`config.mk`:
```
export PLATFORM = sky130hd
export DESIGN_NAME = bcbs_ctrl
export DESIGN_NICKNAME = d
export VERILOG_FILES = /design/src/design/bcbs_pkg.sv /design/src/design/bcbs_ctrl.sv
export SDC_FILE = /design/constraint.sdc
export NUM_CORES = 1
export LEC_CHECK = 0
export BUFFER_PORTS_ARGS = -buffer_cell sky130_fd_sc_hd__buf_4
export CORE_UTILIZATION = 45
export CTS_CLUSTER_SIZE = 12
export DETAILED_ROUTE_END_ITERATION = 10
export PLACE_DENSITY = 0.73
export SYNTH_ARGS = -nofsm -noshare
export SYNTH_HDL_FRONTEND = slang
export SYNTH_SLANG_ARGS = --single-unit
```
`constraint.sdc`:
```
create_clock -name clk -period 2.8 [get_ports clk]
set_clock_uncertainty 0.1 [all_clocks]
set_input_delay 0.28 -clock clk [delete_from_list [all_inputs] [get_ports clk]]
set_output_delay 0.28 -clock clk [all_outputs]
set_load 0.1 [all_outputs]
```
`src/design/bcbs_pkg.sv`:
```
// Shared types and constants of the Bezier curve sampler.
// Holds the command/status structs joining controller and datapath and
// the binomial coefficient table. No dependencies.
package bcbs_pkg;

  localparam int SAMPLES_W = 6;
  localparam logic [SAMPLES_W-1:0] SAMPLES_RESET = 6'd50;

  // Q1.16 fraction
  localparam int FRAC_W = 16;
  localparam int Q16_W  = FRAC_W + 1;
  localparam logic [Q16_W-1:0] Q16_ONE = Q16_W'(1) << FRAC_W;

  // u = (k << 16) / s, resolved one quotient bit per cycle
  localparam int DIV_W     = SAMPLES_W + FRAC_W;
  localparam int DIV_CNT_W = $clog2(DIV_W);

  localparam int MAX_ORDER = 12;
  localparam int ORDER_W   = 4;
  localparam int BINOM_W   = 10;

  typedef logic [BINOM_W-1:0] binom_t;

  // C(n, j), row n, column j
  localparam binom_t BINOM [0:MAX_ORDER][0:MAX_ORDER] = '{
    '{10'd1, 10'd0,  10'd0,  10'd0,   10'd0,   10'd0,   10'd0,
      10'd0,  10'd0,   10'd0,   10'd0,  10'd0,  10'd0},
    '{10'd1, 10'd1,  10'd0,  10'd0,   10'd0,   10'd0,   10'd0,
      10'd0,  10'd0,   10'd0,   10'd0,  10'd0,  10'd0},
    '{10'd1, 10'd2,  10'd1,  10'd0,   10'd0,   10'd0,   10'd0,
      10'd0,  10'd0,   10'd0,   10'd0,  10'd0,  10'd0},
    '{10'd1, 10'd3,  10'd3,  10'd1,   10'd0,   10'd0,   10'd0,
      10'd0,  10'd0,   10'd0,   10'd0,  10'd0,  10'd0},
    '{10'd1, 10'd4,  10'd6,  10'd4,   10'd1,   10'd0,   10'd0,
      10'd0,  10'd0,   10'd0,   10'd0,  10'd0,  10'd0},
    '{10'd1, 10'd5,  10'd10, 10'd10,  10'd5,   10'd1,   10'd0,
      10'd0,  10'd0,   10'd0,   10'd0,  10'd0,  10'd0},
    '{10'd1, 10'd6,  10'd15, 10'd20,  10'd15,  10'd6,   10'd1,
      10'd0,  10'd0,   10'd0,   10'd0,  10'd0,  10'd0},
    '{10'd1, 10'd7,  10'd21, 10'd35,  10'd35,  10'd21,  10'd7,
      10'd1,  10'd0,   10'd0,   10'd0,  10'd0,  10'd0},
    '{10'd1, 10'd8,  10'd28, 10'd56,  10'd70,  10'd56,  10'd28,
      10'd8,  10'd1,   10'd0,   10'd0,  10'd0,  10'd0},
    '{10'd1, 10'd9,  10'd36, 10'd84,  10'd126, 10'd126, 10'd84,
      10'd36, 10'd9,   10'd1,   10'd0,  10'd0,  10'd0},
    '{10'd1, 10'd10, 10'd45, 10'd120, 10'd210, 10'd252, 10'd210,
      10'd120, 10'd45, 10'd10,  10'd1,  10'd0,  10'd0},
    '{10'd1, 10'd11, 10'd55, 10'd165, 10'd330, 10'd462, 10'd462,
      10'd330, 10'd165, 10'd55, 10'd11, 10'd1,  10'd0},
    '{10'd1, 10'd12, 10'd66, 10'd220, 10'd495, 10'd792, 10'd924,
      10'd792, 10'd495, 10'd220, 10'd66, 10'd12, 10'd1}
  };

  typedef struct packed {
    logic load;      // store the incoming control point
    logic start;     // begin a curve, k = 0
    logic next;      // advance to the next curve point
    logic div_step;  // one quotient bit of u
    logic pv_step;   // one power of (1 - u)
    logic w1;        // u^j * (1-u)^(n-j)
    logic w2;        // scale by C(n, j)
    logic mac;       // accumulate weighted coordinates
    logic emit;      // load the output register
    logic clear;     // empty the point store
  } cmd_t;

  typedef struct packed {
    logic div_done;
    logic pv_done;
    logic j_last;
    logic k_last;
    logic out_free;
  } status_t;

endpackage

```
`src/design/bcbs_ctrl.sv`:
```
// Sequencer of the Bezier sampler: loads points, then steps the datapath
// through divide, power, weight and accumulate phases. Uses bcbs_pkg.
module bcbs_ctrl (
  input  logic              clk,
  input  logic              rst,
  input  logic              in_valid,
  input  logic              in_final,
  output logic              in_ready,
  input  bcbs_pkg::status_t status,
  output bcbs_pkg::cmd_t    cmd
);

  typedef enum logic [7:0] {
    ST_IDLE  = 8'b0000_0001,
    ST_START = 8'b0000_0010,
    ST_DIV   = 8'b0000_0100,
    ST_PV    = 8'b0000_1000,
    ST_W1    = 8'b0001_0000,
    ST_W2    = 8'b0010_0000,
    ST_MAC   = 8'b0100_0000,
    ST_EMIT  = 8'b1000_0000
  } state_t;

  state_t state;
  state_t state_next;

  always_ff @(posedge clk) begin
    if (rst) begin
      state <= ST_IDLE;
    end else begin
      state <= state_next;
    end
  end

  always_comb begin
    state_next = state;
    cmd        = '0;
    in_ready   = 1'b0;
    case (state)
      ST_IDLE: begin
        in_ready = 1'b1;
        if (in_valid) begin
          cmd.load = 1'b1;
          if (in_final) begin
            state_next = ST_START;
          end
        end
      end
      ST_START: begin
        cmd.start  = 1'b1;
        state_next = ST_DIV;
      end
      ST_DIV: begin
        cmd.div_step = 1'b1;
        if (status.div_done) begin
          state_next = ST_PV;
        end
      end
      ST_PV: begin
        cmd.pv_step = 1'b1;
        if (status.pv_done) begin
          state_next = ST_W1;
        end
      end
      ST_W1: begin
        cmd.w1     = 1'b1;
        state_next = ST_W2;
      end
      ST_W2: begin
        cmd.w2     = 1'b1;
        state_next = ST_MAC;
      end
      ST_MAC: begin
        cmd.mac    = 1'b1;
        state_next = status.j_last ? ST_EMIT : ST_W1;
      end
      ST_EMIT: begin
        if (status.out_free) begin
          cmd.emit = 1'b1;
          if (status.k_last) begin
            cmd.clear  = 1'b1;
            state_next = ST_IDLE;
          end else begin
            cmd.next   = 1'b1;
            state_next = ST_DIV;
          end
        end
      end
      default: begin
        state_next = ST_IDLE;
      end
    endcase
  end

endmodule

```
==> qor.yml <==
worst_setup_path:
  rr_startpoint: "state[4]$_SDFFE_PP0P_"
  slowest_delay_ns: 0.54
  end_kind: "primary output"
  cp_max_fo: 9
  path_cells: "or4_4 -> nor3_1 -> and3_1 -> buf_4"
  worstSetupEndpoint: "cmd[0]"
  crit_path_start_kind: "flip-flop"
  worst_r2r_endpoint: "state[3]$_SDFFE_PP0P_"
  worstPathArrival_ns: 2.03
  crit_type: "flip-flop to primary output"
  rrSetupSlack_ns: 0.69
  critPathRequiredTime_ns: 2.42
  crit_start: "state[4]$_SDFFE_PP0P_"
  critPathSlowestCell: "or4_4"
  r2r_cells: 4
floorplanning:
  initial_utilization: 0.509
  fp-row-count: 12
  fp.dieW_um: 38.2
  io_pins: 20
  die-area_um2: 1460
  core_um2: 1160
  die_h_um: 38.2
clock_tree:
  max-clock-path-buffers: 2
  tritoncts: "done"
  clockRootBuffer: "clkbuf_4"
  ctsHtreeMaxLevel: 1
  clock_sinks: 8
  clock_latency_ns: 0.26
  post_cts_buffers: 0
  cts_resized: 0
  path_clk_slew_ns: 0.06
  hold_buffers: 0
  tritoncts.num_buffers: 3
placement:
  place_ws_ns: 0.671
  gp_congestion: 0.812
  hpwl_um: 1110
  portBuffers: 19
pwr:
  finalPower_mw: 0.703
  irDropWorstVdd_uv: 479
  leakage_nw: 0.326
  pwr_density_cell_nw_per_um2: 924
route:
  postRouteAntennaNets: 0
  dr.first_iter.drc_count: 29
  vias_per_cell: 6.06
  vias: 630
  drc: 0
  routed_wl_um: 1480
  first_pass_iters: 4
  routedWlPerCell_um: 14.2
timing:
  worst_pin_slew_ns: 0.668
  fin_ws_ns: 0.387
  period_needed_ns: 2.41
  fin_crit_sh: 0.862
  hold_viol: 0
  hold_ws_ns: 0.103
  tns_ns: 0
  maxSlewHeadroom: 0.551
  finalSetupViolCount: 0
  rsz0062_at_grt: "false"
  fmax_mhz: 414
  finalMaxSlewViolations: 0
yosys:
  synth_largest_area_cell: "dfxtp_1"
  yosysMostFrequentCell: "dfxtp_1"
  netlist_instances: 73
  syn_area_per_cell_um2: 8.06
  synthDominantCellAreaShare: 0.272
  synth.distinct_cells: 31
  synth_seq_cells: 8
  synth_nets: 82
  ys_seq_area_frac: 0.272
  synth_edf_count: 0
  netlist_top_cells_count: "8 x dfxtp_1, 5 x inv_1"
  synth_area_leaders: "dfxtp_1 27%, xor2_1 6.0%, nand4_1 4.3%"
  syn_area_um2: 588
  yosys_warnings: 0
  synth_ff_type: "dfxtp_1"
  async_reset_ff_frac: 0
grt:
  antenna_found_initial: 0
  grt_pass1_wl_um: 2330
  grtUsageTotal: 0.233
  gr-total-overflow: 0
  grt_pass1_vias: 520
  grt_max_degree: 10
layout:
  finish.utilization: 0.658
  largest_reg_flops: 8
  area_delta_synth_final_pct: 29.4
  drive_above_1_share: 0.356
  diodes: 0
  regMostFlops: "state"
  largestRegisters: "state x8"
  nets: 101
  fillers: 107
worst_hold_path:
  min_path_type: "primary input to flip-flop"
  hold_start: "rst"
outcome:
  status: "completed"
flow_run:
  maxCapViolCount: 0
per-stage QoR:
step           area [um2]  cells
2_1_floorplan         614     73
4_1_cts               761    104
3_3_place_gp          738    101
3_5_place_dp          738    101
6_report              761    104
5_1_grt               761    104
layout by cell type (no fill, tap or decap), types with 2 or more instances in the layout:
cell	instances
a21oi_1	4
xor2_1	4
dfxtp_1	8
nand4_1	4
and3_1	2
nor2_1	4
nand3_1	4
and2_1	2
inv_1	5
nor3b_1	2
nand2_1	3
nor3_1	2
clkbuf_4	3
buf_4	19
nand4b_1	2
and4b_1	2
nor4_1	4
how the worst min path moves through the flow:
| stage | endpoint | slack (ns) | cells past startpoint |
|---|---|---|---|
| 2_1_floorplan | state[2]$_SDFFE_PP0P_ | 0.24 | 1 |
| 3_3_place_gp | state[2]$_SDFFE_PP0P_ | 0.38 | 2 |
| 3_5_place_dp | state[2]$_SDFFE_PP0P_ | 0.37 | 2 |
| 4_1_cts | state[2]$_SDFFE_PP0P_ | 0.11 | 2 |
| 5_1_grt | state[2]$_SDFFE_PP0P_ | 0.11 | 2 |
| 6_report | state[2]$_SDFFE_PP0P_ | 0.10 | 2 |
per-layer routing:
metal	vias up	wire, um	GRT usage
met5	-	0	0
li1	308	-	-
met3	6	120	0.0523
met4	0	14	0.0804
met2	36	676	0.356
met1	280	666	0.318
logic make-up after synthesis:
group	synth area share
buffers and inverters	0.0936
AOI/OAI and AO/OA	0.0936
xor gates and xnor gates	0.0596
DFF	0.272
and+or+nand+nor	0.481
report_power, final:
group          switching [mW]  internal (mW)
clock                  0.0452         0.0495
combinational           0.305          0.134
sequential             0.0355          0.133
total                   0.386          0.317
worst max-delay path, delay by kind of cell (launching register included):
kind	cells	cell delay, ns
flip-flops	1	0.39
buffers and inverters	1	0.28
AND/OR/NAND/NOR	3	1.09
area by class of cell:
cell class	instances	area, um2	share of cell area
Clock buffer	3	22.5	0.0296
Inverter	5	18.8	0.0247
Multi-Input combinational cell	55	399	0.525
Sequential cell	8	160	0.211
Tap cell	14	17.5	0.0230
Timing Repair Buffer	19	143	0.188
No activity file was read; power rests on OpenSTA's default activity.
